--- src/rtl/abp_pkg.sv ---
`timescale 1ns / 1ps
// ----------------------------------------------------------------------------
// abp_pkg
// Shared constants, types and helpers for the any-base string parser.
// ----------------------------------------------------------------------------
package abp_pkg;

  // digit table depth and derived widths
  localparam int MAX_DIGITS = 64;
  localparam int CNT_W      = $clog2(MAX_DIGITS + 1);
  localparam int POS_W      = (MAX_DIGITS > 1) ? $clog2(MAX_DIGITS) : 1;
  localparam int CHAR_W     = 8;
  localparam int ACC_W      = 32;

  // character codes
  localparam logic [CHAR_W-1:0] CH_MINUS = 8'h2d;
  localparam logic [CHAR_W-1:0] CH_PLUS  = 8'h2b;
  localparam logic [CHAR_W-1:0] CH_SPACE = 8'h20;
  localparam logic [CHAR_W-1:0] CH_TAB   = 8'd9;
  localparam logic [CHAR_W-1:0] CH_CR    = 8'd13;
  localparam logic [CHAR_W-1:0] CH_NUL   = 8'd0;

  // smallest usable radix
  localparam logic [CNT_W-1:0] MIN_RADIX = CNT_W'(2);

  // item modes
  localparam logic MODE_BASE   = 1'b0;
  localparam logic MODE_STRING = 1'b1;

  // result of a lookup across the cell row
  typedef struct packed {
    logic             hit;
    logic [POS_W-1:0] idx;
  } lookup_t;

  // whitespace and sign characters
  function automatic logic is_skip_char(input logic [CHAR_W-1:0] c);
    is_skip_char = (c == CH_MINUS) || (c == CH_PLUS) || (c == CH_SPACE) ||
                   ((c >= CH_TAB) && (c <= CH_CR));
  endfunction

endpackage

--- src/rtl/atoi_any_base_parser.sv ---
`timescale 1ns / 1ps
// A string's result is registered when its last item is accepted; it is
// presented at out_valid on the next cycle and held until taken.
// Throughput: one item per cycle while in_ready is high, set by the lookup
// across the cell row followed by the accumulator multiply-add.
// Reset (rst_n, synchronous): empty table, base invalid, parser rearmed;
// digit cells keep undefined bytes, masked by the digit count.
// ----------------------------------------------------------------------------
// atoi_any_base_parser
// Loads a digit table one byte at a time and parses signed strings in the
// radix that table defines, giving one result per string.
// ----------------------------------------------------------------------------
module atoi_any_base_parser (
  input  logic               clk,
  input  logic               rst_n,
  input  logic               in_valid,
  output logic               in_ready,
  input  logic               in_mode,
  input  logic [7:0]         in_char_code,
  input  logic               in_last,
  output logic               out_valid,
  input  logic               out_ready,
  output logic signed [31:0] out_value,
  output logic               out_base_valid
);

  typedef enum logic [1:0] {
    PH_SKIP,
    PH_DIGITS,
    PH_DONE
  } phase_t;

  phase_t                         phase_r, phase_nxt;
  logic [abp_pkg::CNT_W-1:0]      digit_count_r, digit_count_nxt;
  logic                           table_good_r, table_good_nxt;
  logic                           table_restart_r, table_restart_nxt;
  logic                           negative_r, negative_nxt;
  logic [abp_pkg::ACC_W-1:0]      acc_r, acc_nxt;

  logic                           out_valid_r;
  logic                           out_good_r;
  logic                           out_neg_r;
  logic [abp_pkg::ACC_W-1:0]      out_acc_r;

  logic                           fire;
  logic                           emit;
  logic [abp_pkg::CNT_W-1:0]      eff_count;
  logic [abp_pkg::CNT_W-1:0]      cmp_count;
  logic                           store;
  logic                           bad_byte;
  abp_pkg::lookup_t               lookup;
  logic [abp_pkg::ACC_W+abp_pkg::CNT_W-1:0] mul_full;
  logic [abp_pkg::ACC_W-1:0]      mac;
  logic [abp_pkg::ACC_W-1:0]      acc_item;
  logic                           neg_item;

  // handshake: output register frees the input side
  assign fire     = in_valid && in_ready;
  assign in_ready = !out_valid_r || out_ready;
  assign emit     = fire && (in_mode == abp_pkg::MODE_STRING) && in_last;

  // a restarting base starts from an empty table
  assign eff_count = table_restart_r ? '0 : digit_count_r;
  assign cmp_count = (in_mode == abp_pkg::MODE_BASE) ? eff_count : digit_count_r;

  // base byte checks
  assign bad_byte = abp_pkg::is_skip_char(in_char_code) ||
                    (in_char_code == abp_pkg::CH_NUL) || lookup.hit ||
                    (eff_count >= abp_pkg::CNT_W'(abp_pkg::MAX_DIGITS));
  assign store    = fire && (in_mode == abp_pkg::MODE_BASE) && !bad_byte;

  abp_chain u_chain (
    .clk        (clk),
    .shift_en   (store),
    .shift_byte (in_char_code),
    .cmp_byte   (in_char_code),
    .count      (cmp_count),
    .lookup     (lookup)
  );

  // accumulator multiply-add with 32-bit wrap
  assign mul_full = {{abp_pkg::CNT_W{1'b0}}, acc_r} *
                    {{abp_pkg::ACC_W{1'b0}}, digit_count_r};
  assign mac      = mul_full[abp_pkg::ACC_W-1:0] + abp_pkg::ACC_W'(lookup.idx);

  // next state for one item
  always_comb begin
    phase_nxt         = phase_r;
    digit_count_nxt   = digit_count_r;
    table_good_nxt    = table_good_r;
    table_restart_nxt = table_restart_r;
    negative_nxt      = negative_r;
    acc_nxt           = acc_r;
    acc_item          = acc_r;
    neg_item          = negative_r;
    if (fire) begin
      unique case (in_mode)
        abp_pkg::MODE_BASE: begin
          digit_count_nxt   = eff_count + abp_pkg::CNT_W'(store);
          table_good_nxt    = (table_restart_r || table_good_r) && !bad_byte &&
                              !(in_last && (digit_count_nxt < abp_pkg::MIN_RADIX));
          table_restart_nxt = in_last;
        end
        default: begin
          // prefix, digits, then ignore until the last byte
          priority if (phase_r == PH_SKIP && abp_pkg::is_skip_char(in_char_code)) begin
            if (in_char_code == abp_pkg::CH_MINUS) begin
              neg_item = !negative_r;
            end
          end else if (phase_r == PH_SKIP || phase_r == PH_DIGITS) begin
            if (lookup.hit) begin
              acc_item  = mac;
              phase_nxt = PH_DIGITS;
            end else begin
              phase_nxt = PH_DONE;
            end
          end else begin
            phase_nxt = phase_r;
          end
          acc_nxt      = acc_item;
          negative_nxt = neg_item;
          // rearm after the string
          if (in_last) begin
            phase_nxt    = PH_SKIP;
            negative_nxt = 1'b0;
            acc_nxt      = '0;
          end
        end
      endcase
    end
  end

  // state and output register
  always_ff @(posedge clk) begin
    if (!rst_n) begin
      phase_r         <= PH_SKIP;
      digit_count_r   <= '0;
      table_good_r    <= 1'b0;
      table_restart_r <= 1'b1;
      negative_r      <= 1'b0;
      acc_r           <= '0;
      out_valid_r     <= 1'b0;
    end else begin
      phase_r         <= phase_nxt;
      digit_count_r   <= digit_count_nxt;
      table_good_r    <= table_good_nxt;
      table_restart_r <= table_restart_nxt;
      negative_r      <= negative_nxt;
      acc_r           <= acc_nxt;
      if (emit) begin
        out_valid_r <= 1'b1;
      end else if (out_ready) begin
        out_valid_r <= 1'b0;
      end
    end
  end

  // result payload, zeroed for an invalid base
  always_ff @(posedge clk) begin
    if (emit) begin
      out_good_r <= table_good_r && table_restart_r;
      out_neg_r  <= neg_item && table_good_r && table_restart_r;
      out_acc_r  <= (table_good_r && table_restart_r) ? acc_item : '0;
    end
  end

  assign out_valid      = out_valid_r;
  assign out_base_valid = out_good_r;
  assign out_value      = out_neg_r ? signed'(abp_pkg::ACC_W'(0) - out_acc_r)
                                    : signed'(out_acc_r);

  // checks
  a_count_bound: assert property (@(posedge clk) disable iff (!rst_n)
    digit_count_r <= abp_pkg::CNT_W'(abp_pkg::MAX_DIGITS))
    else $error("digit count above table depth");

  a_hit_in_range: assert property (@(posedge clk) disable iff (!rst_n)
    lookup.hit |-> (abp_pkg::CNT_W'(lookup.idx) < cmp_count))
    else $error("digit index outside loaded table");

  a_emit_shows: assert property (@(posedge clk) disable iff (!rst_n)
    emit |=> out_valid_r)
    else $error("string end did not present a result");

  a_base_no_result: assert property (@(posedge clk) disable iff (!rst_n)
    (fire && in_mode == abp_pkg::MODE_BASE && !out_valid_r) |=> !out_valid_r)
    else $error("base item produced a result");

  a_invalid_zero: assert property (@(posedge clk) disable iff (!rst_n)
    (out_valid_r && !out_good_r) |-> (out_value == 0))
    else $error("invalid base gave nonzero value");

endmodule

--- src/rtl/abp_cell.sv ---
`timescale 1ns / 1ps
// ----------------------------------------------------------------------------
// abp_cell
// One digit cell: holds a table byte, passes it on when the row shifts,
// and flags a match against the byte being looked up.
// ----------------------------------------------------------------------------
module abp_cell (
  input  logic                       clk,
  input  logic                       shift_en,
  input  logic [abp_pkg::CHAR_W-1:0] shift_in,
  input  logic [abp_pkg::CHAR_W-1:0] cmp_byte,
  output logic [abp_pkg::CHAR_W-1:0] byte_out,
  output logic                       match
);

  logic [abp_pkg::CHAR_W-1:0] byte_r;

  // take the neighbor's byte on a shift
  always_ff @(posedge clk) begin
    if (shift_en) begin
      byte_r <= shift_in;
    end
  end

  assign byte_out = byte_r;
  assign match    = (byte_r == cmp_byte);

endmodule

--- src/rtl/abp_chain.sv ---
`timescale 1ns / 1ps
// ----------------------------------------------------------------------------
// abp_chain
// Row of digit cells. New digits enter at cell 0 and push older ones along,
// so cell p holds digit index count-1-p. Returns the matching digit index.
// ----------------------------------------------------------------------------
module abp_chain (
  input  logic                       clk,
  input  logic                       shift_en,
  input  logic [abp_pkg::CHAR_W-1:0] shift_byte,
  input  logic [abp_pkg::CHAR_W-1:0] cmp_byte,
  input  logic [abp_pkg::CNT_W-1:0]  count,
  output abp_pkg::lookup_t           lookup
);

  logic [abp_pkg::CHAR_W-1:0]     cell_byte [abp_pkg::MAX_DIGITS];
  logic [abp_pkg::MAX_DIGITS-1:0] cell_match;
  logic [abp_pkg::MAX_DIGITS-1:0] cell_hit;
  logic [abp_pkg::POS_W-1:0]      hit_pos;
  logic [abp_pkg::CNT_W-1:0]      idx_full;

  // cell row, each fed from its left neighbor
  for (genvar g = 0; g < abp_pkg::MAX_DIGITS; g++) begin : g_cell
    localparam logic [abp_pkg::CNT_W-1:0] POS = abp_pkg::CNT_W'(g);
    logic [abp_pkg::CHAR_W-1:0] feed;

    if (g == 0) begin : g_head
      assign feed = shift_byte;
    end else begin : g_body
      assign feed = cell_byte[g-1];
    end

    abp_cell u_cell (
      .clk      (clk),
      .shift_en (shift_en),
      .shift_in (feed),
      .cmp_byte (cmp_byte),
      .byte_out (cell_byte[g]),
      .match    (cell_match[g])
    );

    // only occupied cells take part
    assign cell_hit[g] = cell_match[g] && (POS < count);
  end

  // table has no repeats, so at most one hit: or-encode its position
  always_comb begin
    hit_pos = '0;
    for (int k = 0; k < abp_pkg::MAX_DIGITS; k++) begin
      if (cell_hit[k]) begin
        hit_pos = hit_pos | abp_pkg::POS_W'(k);
      end
    end
  end

  // cell position to digit value
  assign idx_full   = count - abp_pkg::CNT_W'(1) - abp_pkg::CNT_W'(hit_pos);
  assign lookup.hit = |cell_hit;
  assign lookup.idx = idx_full[abp_pkg::POS_W-1:0];

endmodule
--- config.mk ---
export PLATFORM = sky130hd
export DESIGN_NAME = atoi_any_base_parser
export DESIGN_NICKNAME = d
export VERILOG_FILES = /design/src/rtl/abp_pkg.sv /design/src/rtl/atoi_any_base_parser.sv /design/src/rtl/abp_cell.sv /design/src/rtl/abp_chain.sv
export SDC_FILE = /design/constraint.sdc
export NUM_CORES = 1
export LEC_CHECK = 0
export BUFFER_PORTS_ARGS = -buffer_cell sky130_fd_sc_hd__buf_4
export CAP_MARGIN = 0
export CORE_AREA = 2 2 370 189
export CTS_CLUSTER_SIZE = 16
export DETAILED_ROUTE_END_ITERATION = 7
export DIE_AREA = 0 0 372 191
export HOLD_SLACK_MARGIN = 0.15
export PLACE_DENSITY = 0.79
export SLEW_MARGIN = 20
export SYNTH_ARGS = -nofsm -noshare
export SYNTH_HDL_FRONTEND = slang
export SYNTH_SLANG_ARGS = --single-unit
--- constraint.sdc ---
create_clock -name clk -period 43.2 [get_ports clk]
set_input_delay 8.64 -clock clk [delete_from_list [all_inputs] [get_ports clk]]
set_output_delay 8.64 -clock clk [all_outputs]
set_load 0.01 [all_outputs]
==> impl_metrics.csv, run 1 <==
group,metric,value,unit
outcome,outcome,"finished clean",
detailed_routing,postRouteAntennaNets,0,
clock_network,clockBufferDepth,3,
synth,syn_nets,2823,
clock_network,postCtsHoldBufs,0,
finish,antennaDiodeCount,0,
detailed_routing,drtIter0Drc,2893,
detailed_routing,vias,20800,
critical_path,end_kind,"output pin",
placement,port_buffers,48,
grt,grt_pass1_wl,124900,um
clock_network,post_cts_buffers,0,
clock_network,cts_tree,"built",
sta,finClkSkew,0.02491,ns
floorplanning,initial_core_util,48.38,%
grt,grt.total_usage,23.07,%
synth,synthCells,2597,
floorplanning,die_x,372,um
critical_path,crit_slowest_cell,"nand2b_1",
synth,synth_fa_ha_area_share,11.25,%
detailed_routing,drcViolationCount,0,
placement,gp_congestion,0.9738,
synth,muxShareOfSynthArea,0.8826,%
finish,stdcell_count,3560,
synth,synth_top_family_by_area,"XOR/XNOR gates",
power_and_ir_drop,peakVddDrop,28.77,uV
clock_network,cts.repair.resized,0,
detailed_routing,vias_per_cell,5.843,
sta,slew_violations,0,
synth,seq_area_frac_synth,52.59,%
clock_network,h-tree-depth,2,
sta,rsz0062_at_grt,"false",
grt,grt_pass1_vias,20330,
sta,setup_tns,0,ns
sta,slew_headroom,27.86,%
detailed_routing,wl_per_cell,22.93,um
floorplanning,die-height,191,um
detailed_routing,routed_wl,81620,um
critical_path,cp_max_fo,5,
floorplanning,io_pins,49,
power_and_ir_drop,p_leak,12.84,nW
synth,async_reset_ff_share,0,%
sta,finalHoldViolCount,0,
grt,grt_max_degree,204,
run,drv_cap,0,
synth,synth_area,32890,um^2
placement,dp_hpwl,57170,um
synth,synth_ff_type,"edfxtp_1",
grt,antenna_found_initial,1,
sta,fmaxAchievable,56.24,MHz
synth,synth_compound_area_share,4.561,%
critical_path,required,34.56,ns
synth,yosys_warnings,0,
critical_path,crit_chain,"buf_4 -> nand2b_1 -> buf_4",
synth,syn_area_per_cell,12.66,um^2
sta,fin_crit,17.78,ns
synth,synth_edf_count,546,
power_and_ir_drop,power.density,33.24,nW/um^2
floorplanning,coreArea,67980,um^2
critical_path,cp_data_arrival_time,9.14,ns
hold_path,hp-class,"flop to flop",
floorplanning,die_area,71050,um^2
critical_path,cpMostUsedCell,"buf_4",
clock_network,clock-sinks,591,
placement,dp_cells,3466,
synth,synth-seq-cells,591,
clock_network,cts_made_buffers,51,
finish,syn_to_final_growth,7.951,%
finish,fin_nets,2837,
sta,setup_viol,0,
synth,synth_cell_types,76,
clock_network,clk_latency,0.61,ns
clock_network,clk_pin_slew,0.07,ns
synth,synth-simple-area-share,11.56,%
sta,fin_crit_sh,41.16,%
detailed_routing,drt-pass1-iter-count,8,
critical_path,crit_path_start_kind,"input port",
synth,synthXorXnorAreaFrac,15.71,%
sta,worstMarginPinSlew,1.072,ns
critical_path,cp_slowest_stage_delay,0.21,ns
finish,drive_gt1_share,6.491,%
clock_network,clockRootBuffer,"clkbuf_16",
critical_path,crit_type,"input port to output pin",
grt,grt-ovfl-total,0,
floorplanning,rows,68,
[registers in the layout, indices dropped and copies added, names as in the netlist]
signal / count
acc_r: 32
out_acc_r: 32
negative_r: 1
out_neg_r: 1
digit_count_r: 7
phase_r: 2
u_chain.g_cell.u_cell.byte_out: 512
out_base_valid: 1
table_restart_r: 1
table_good_r: 1
out_valid: 1
[critical path: cells and delay by family]
| family | cells | cell delay, ns |
|---|---|---|
| and+or+nand+nor | 1 | 0.21 |
| buffers and inverters | 2 | 0.28 |
[per-layer routing]
layer  global-route usage (%)  wire length [um]  vias up  share of wire (%)
li1                         -                 -     9149                  -
met1                    36.71             37590    10330                 46
met2                    29.94             31380     1214                 38
met3                    8.151             11590      104                 14
met4                    3.660              1060        0                1.3
met5                   0.6868                 0        -                  0
[cell usage after synthesis (all sizes together) (7+ instances only)]
cell | n | area, um^2
o21ai | 39 | 210.2
nand2b | 12 | 75.07
and2 | 128 | 800.8
ha | 74 | 925.9
a21oi | 74 | 370.4
dfxtp | 45 | 900.9
nor2 | 127 | 476.7
edfxtp | 546 | 16400
xnor2 | 230 | 2014
nor4 | 85 | 550.5
clkbuf | 39 | 147.6
inv | 101 | 379.1
or3 | 12 | 75.07
nand3 | 57 | 285.3
o31ai | 10 | 75.07
nand2 | 162 | 608.1
nand4 | 62 | 387.9
mux2i | 29 | 290.3
fa | 138 | 2763
a2111oi | 11 | 96.34
o21bai | 7 | 52.55
or2 | 7 | 43.79
nor3 | 35 | 190.2
or4 | 11 | 90.08
a21o | 21 | 157.7
and3 | 7 | 48.80
buf | 78 | 604.3
o211ai | 10 | 80.07
nor2b | 8 | 50.05
xor2 | 360 | 3153
[stage by stage]
stage | hold slack (ns) | total power, mW | setup WS (ns) | util (%) | cell area, um^2
after floorplan | 0.4470 | 0.7408 | 0.5448 | - | 32890
after global placement | 0.4498 | 0.7380 | 25.46 | 49.82 | 33870
after detailed placement | 0.4540 | 0.7405 | 25.33 | 49.82 | 33870
after CTS | 0.4653 | 1.185 | 25.44 | 52.16 | 35460
after global routing | 0.4745 | 1.216 | 25.22 | 52.23 | 35510
final | 0.4656 | 1.180 | 25.42 | 52.23 | 35510
[layout by cell type (no fill, tap or decap), types with 10 or more instances in the layout]
master	count
clkinv_1	10
a2111oi_0	11
and2_1	128
nand4_1	62
nand2b_1	12
buf_4	73
a21oi_1	74
or3_1	12
a21o_1	21
edfxtp_1	546
xor2_1	360
nor3_1	32
nand3_1	57
dfxtp_1	45
o21ai_0	35
nor4_1	82
o31ai_1	10
inv_1	101
nor2_1	127
clkbuf_16	52
mux2i_1	29
clkbuf_1	11
nand2_1	162
xnor2_1	230
fa_1	138
ha_1	74
[kinds of logic (layout without fill, tap and decap cells)]
| group | after synthesis | after routing |
|---|---|---|
| compound gates | 229 | 229 |
| xor+xnor | 590 | 590 |
| fa+ha+maj | 213 | 213 |
| buf+inv | 219 | 272 |
| flops | 591 | 591 |
| mux | 29 | 29 |
| simple gates | 726 | 726 |
[power by group]
part | total, mW | internal, mW | leakage, nW | switching (mW)
Clock | 0.450 | 0.240 | 0.774 | 0.210
Sequential | 0.657 | 0.643 | 5.13 | 0.0131
Combinational | 0.0738 | 0.0251 | 6.94 | 0.0488
[final timing paths]
path / depth (start not counted) / from / slack (ns) / to
max: 3 / out_ready / 25.42 / in_ready
min: 0 / u_chain.g_cell[4].u_cell.byte_out[5] / 0.47 / u_chain.g_cell[5].u_cell.byte_out[5]
max reg2reg: 30 / table_restart_r / 33.48 / out_acc_r[30]
min reg2reg: 0 / u_chain.g_cell[4].u_cell.byte_out[5] / 0.47 / u_chain.g_cell[5].u_cell.byte_out[5]
[area by class of cell]
cell class                      count  area (um^2)
Fill cell                        5504        32470
Sequential cell                   591        17300
Multi-Input combinational cell   1787        14470
Clock buffer                       63         1343
Tap cell                          910         1139
Timing Repair Buffer               78        633.1
Inverter                          102        382.9
Clock inverter                     29        244.0
(Power assumes the default switching activity.)
==> inputs of run 2 (changes only) <==
PLACE_DENSITY = 0.76   (was 0.79)
clock period = 18.16 ns   (was 43.2 ns; I/O delays follow)
==> run 2 against run 1 <==
- final cell count barely moved
- clock skew grew 0.037 ns
- critical endpoint is now out_acc_r[30]
- critical path type is now input port to flop
- register-to-register slack worse by 26 ns
- largest power group unchanged
- flip-flop and latch count stayed put
==> impl_metrics.csv, run 2 (synthesized netlist as in run 1, its figures left out) <==
group,metric,value,unit
detailed_routing,postRouteAntennaNets,0,
critical_path,r2r-start,"table_restart_r",
clock_network,post_cts_buffers,0,
finish,fillerInstances,5617,
floorplanning,die-height,191,um
power_and_ir_drop,p_int,2.217,mW
hold_path,hp-class,"flop to flop",
placement,place_area,33940,um^2
sta,fin_crit_sh,70.08,%
grt,grt_max_degree,212,
detailed_routing,drt-pass1-iter-count,7,
floorplanning,die_area,71050,um^2
critical_path,cp_data_arrival_time,13.22,ns
critical_path,crit_slowest_cell,"nor4_1",
finish,largest_reg_flops,512,
power_and_ir_drop,switchingPower,0.6826,mW
clock_network,h-tree-depth,2,
detailed_routing,drcViolationCount,0,
clock_network,cts.repair.resized,0,
power_and_ir_drop,peakVddDrop,94.38,uV
detailed_routing,drtIter0Drc,3311,
critical_path,crit_type,"input port to flop",
finish,fin_nets,2835,
clock_network,clk_latency,0.65,ns
floorplanning,io_pins,49,
placement,dp_hpwl,60060,um
hold_path,min_delay_worst_endpoint,"u_chain.g_cell[60].u_cell.byte_out[2]",
detailed_routing,vias,21000,
sta,slew_violations,0,
finish,final_common_cell,"edfxtp_1",
detailed_routing,vias_per_cell,5.897,
outcome,outcome,"finished clean",
grt,grt_pass1_vias,20350,
placement,dp_cells,3464,
placement,port_buffers,48,
sta,slew_headroom,28.75,%
critical_path,end_kind,"flop",
clock_network,clk_pin_slew,0.08,ns
critical_path,rr_worst_depth,30,
grt,grt.total_usage,24.16,%
clock_network,postCtsHoldBufs,0,
sta,fin_crit,12.73,ns
finish,final_area,35750,um^2
sta,worstMarginPinSlew,1.069,ns
power_and_ir_drop,power.density,81.11,nW/um^2
sta,finClkSkew,0.06193,ns
power_and_ir_drop,p_leak,12.94,nW
finish,drive_gt1_share,7.092,%
floorplanning,rows,68,
floorplanning,coreArea,67980,um^2
power_and_ir_drop,p_seq_share,53.9,%
sta,rsz0062_at_grt,"false",
critical_path,reg2reg_slack,7.95,ns
grt,antenna_found_initial,1,
critical_path,required,18.65,ns
clock_network,clockRootBuffer,"clkbuf_16",
clock_network,clock-sinks,591,
grt,grt-ovfl-total,0,
placement,gp_congestion,0.9438,
power_and_ir_drop,clockPowerShare,40.0,%
power_and_ir_drop,p_sw_share,23.54,%
detailed_routing,wl_per_cell,23.88,um
critical_path,cpMostUsedCell,"a21oi_1",
critical_path,crit_path_start_kind,"input port",
clock_network,cts_tree,"built",
power_and_ir_drop,pwr-share-comb,6.1,%
floorplanning,initial_core_util,48.38,%
finish,final_cell_mix,"546 x edfxtp_1, 360 x xor2_1, 230 x xnor2_1, 162 x nand2_1, 138 x fa_1",
hold_path,whs_path_depth,0,
grt,grt_pass1_wl,129900,um
finish,antennaDiodeCount,0,
critical_path,cp_max_fo,19,
floorplanning,die_x,372,um
clock_network,cts_made_buffers,51,
run,drv_cap,0,
sta,fmaxAchievable,78.58,MHz
finish,stdcell_count,3561,
finish,syn_to_final_growth,8.700,%
critical_path,cp_slowest_stage_delay,0.85,ns
clock_network,clockBufferDepth,3,
critical_path,reg2reg_to,"out_acc_r[30]",
sta,finalHoldViolCount,0,
sta,setup_viol,0,
detailed_routing,routed_wl,85030,um
hold_path,min-delay-start,"u_chain.g_cell[59].u_cell.byte_out[2]",
## run 2: metrics by stage
step | setup slack, ns | TNS (ns) | utilization, % | power (mW) | hold WS, ns
6_report | 5.434 | 0 | 52.59 | 2.900 | 0.4295
2_1_floorplan | -6.187 | -2079.28 | - | 1.741 | 0.4470
5_1_grt | 4.946 | 0 | 52.59 | 2.983 | 0.4471
3_5_place_dp | 5.099 | 0 | 49.93 | 1.766 | 0.4540
3_3_place_gp | 5.183 | 0 | 49.93 | 1.760 | 0.4516
4_1_cts | 5.695 | 0 | 52.52 | 2.908 | 0.4322
## run 2: worst max path at each step
| stage | from | endpoint | slack, ns |
|---|---|---|---|
| floorplan | in_mode | table_good_r | -6.19 |
| global placement | in_mode | out_acc_r[30] | 5.18 |
| detailed placement | in_mode | out_acc_r[30] | 5.10 |
| CTS | in_mode | out_acc_r[30] | 5.69 |
| global route | in_mode | out_acc_r[30] | 4.95 |
| finish | in_mode | out_acc_r[30] | 5.43 |
## run 2: final cells by class
type | instances | area, um^2 | share of cell area [%]
clock buffer | 61 | 1355 | 3.790
clock inverter | 34 | 407.9 | 1.141
inverter | 102 | 382.9 | 1.071
multi-input combinational | 1787 | 14560 | 40.72
sequential | 591 | 17300 | 48.38
tap | 910 | 1139 | 3.185
timing repair buffer | 76 | 614.3 | 1.718
## run 2: power groups by stage
stage	sequential [mW]	clock, mW	combinational (mW)
floorplan	1.61	0	0.134
global placement	1.59	0	0.170
detailed placement	1.59	0	0.174
CTS	1.56	1.17	0.176
global route	1.57	1.22	0.192
finish	1.56	1.16	0.178
## run 2: metal layers
| layer | global-route usage, % | part of all wire [%] | up-vias |
|---|---|---|---|
| li1 | - | - | 9157 |
| met1 | 40.29 | 47 | 10500 |
| met2 | 29.99 | 37 | 1251 |
| met3 | 8.197 | 14 | 94 |
| met4 | 2.838 | 1.1 | 0 |
| met5 | 0 | 0 | - |
## run 2: critical path, delay by kind of cell
family | cells | cell delay (ns)
adders and majority gates | 5 | 2.16
xor gates and xnor gates | 2 | 0.33
and+or+nand+nor | 8 | 3.13
buffers and inverters | 3 | 0.25
AOI/OAI and AO/OA | 13 | 3.69
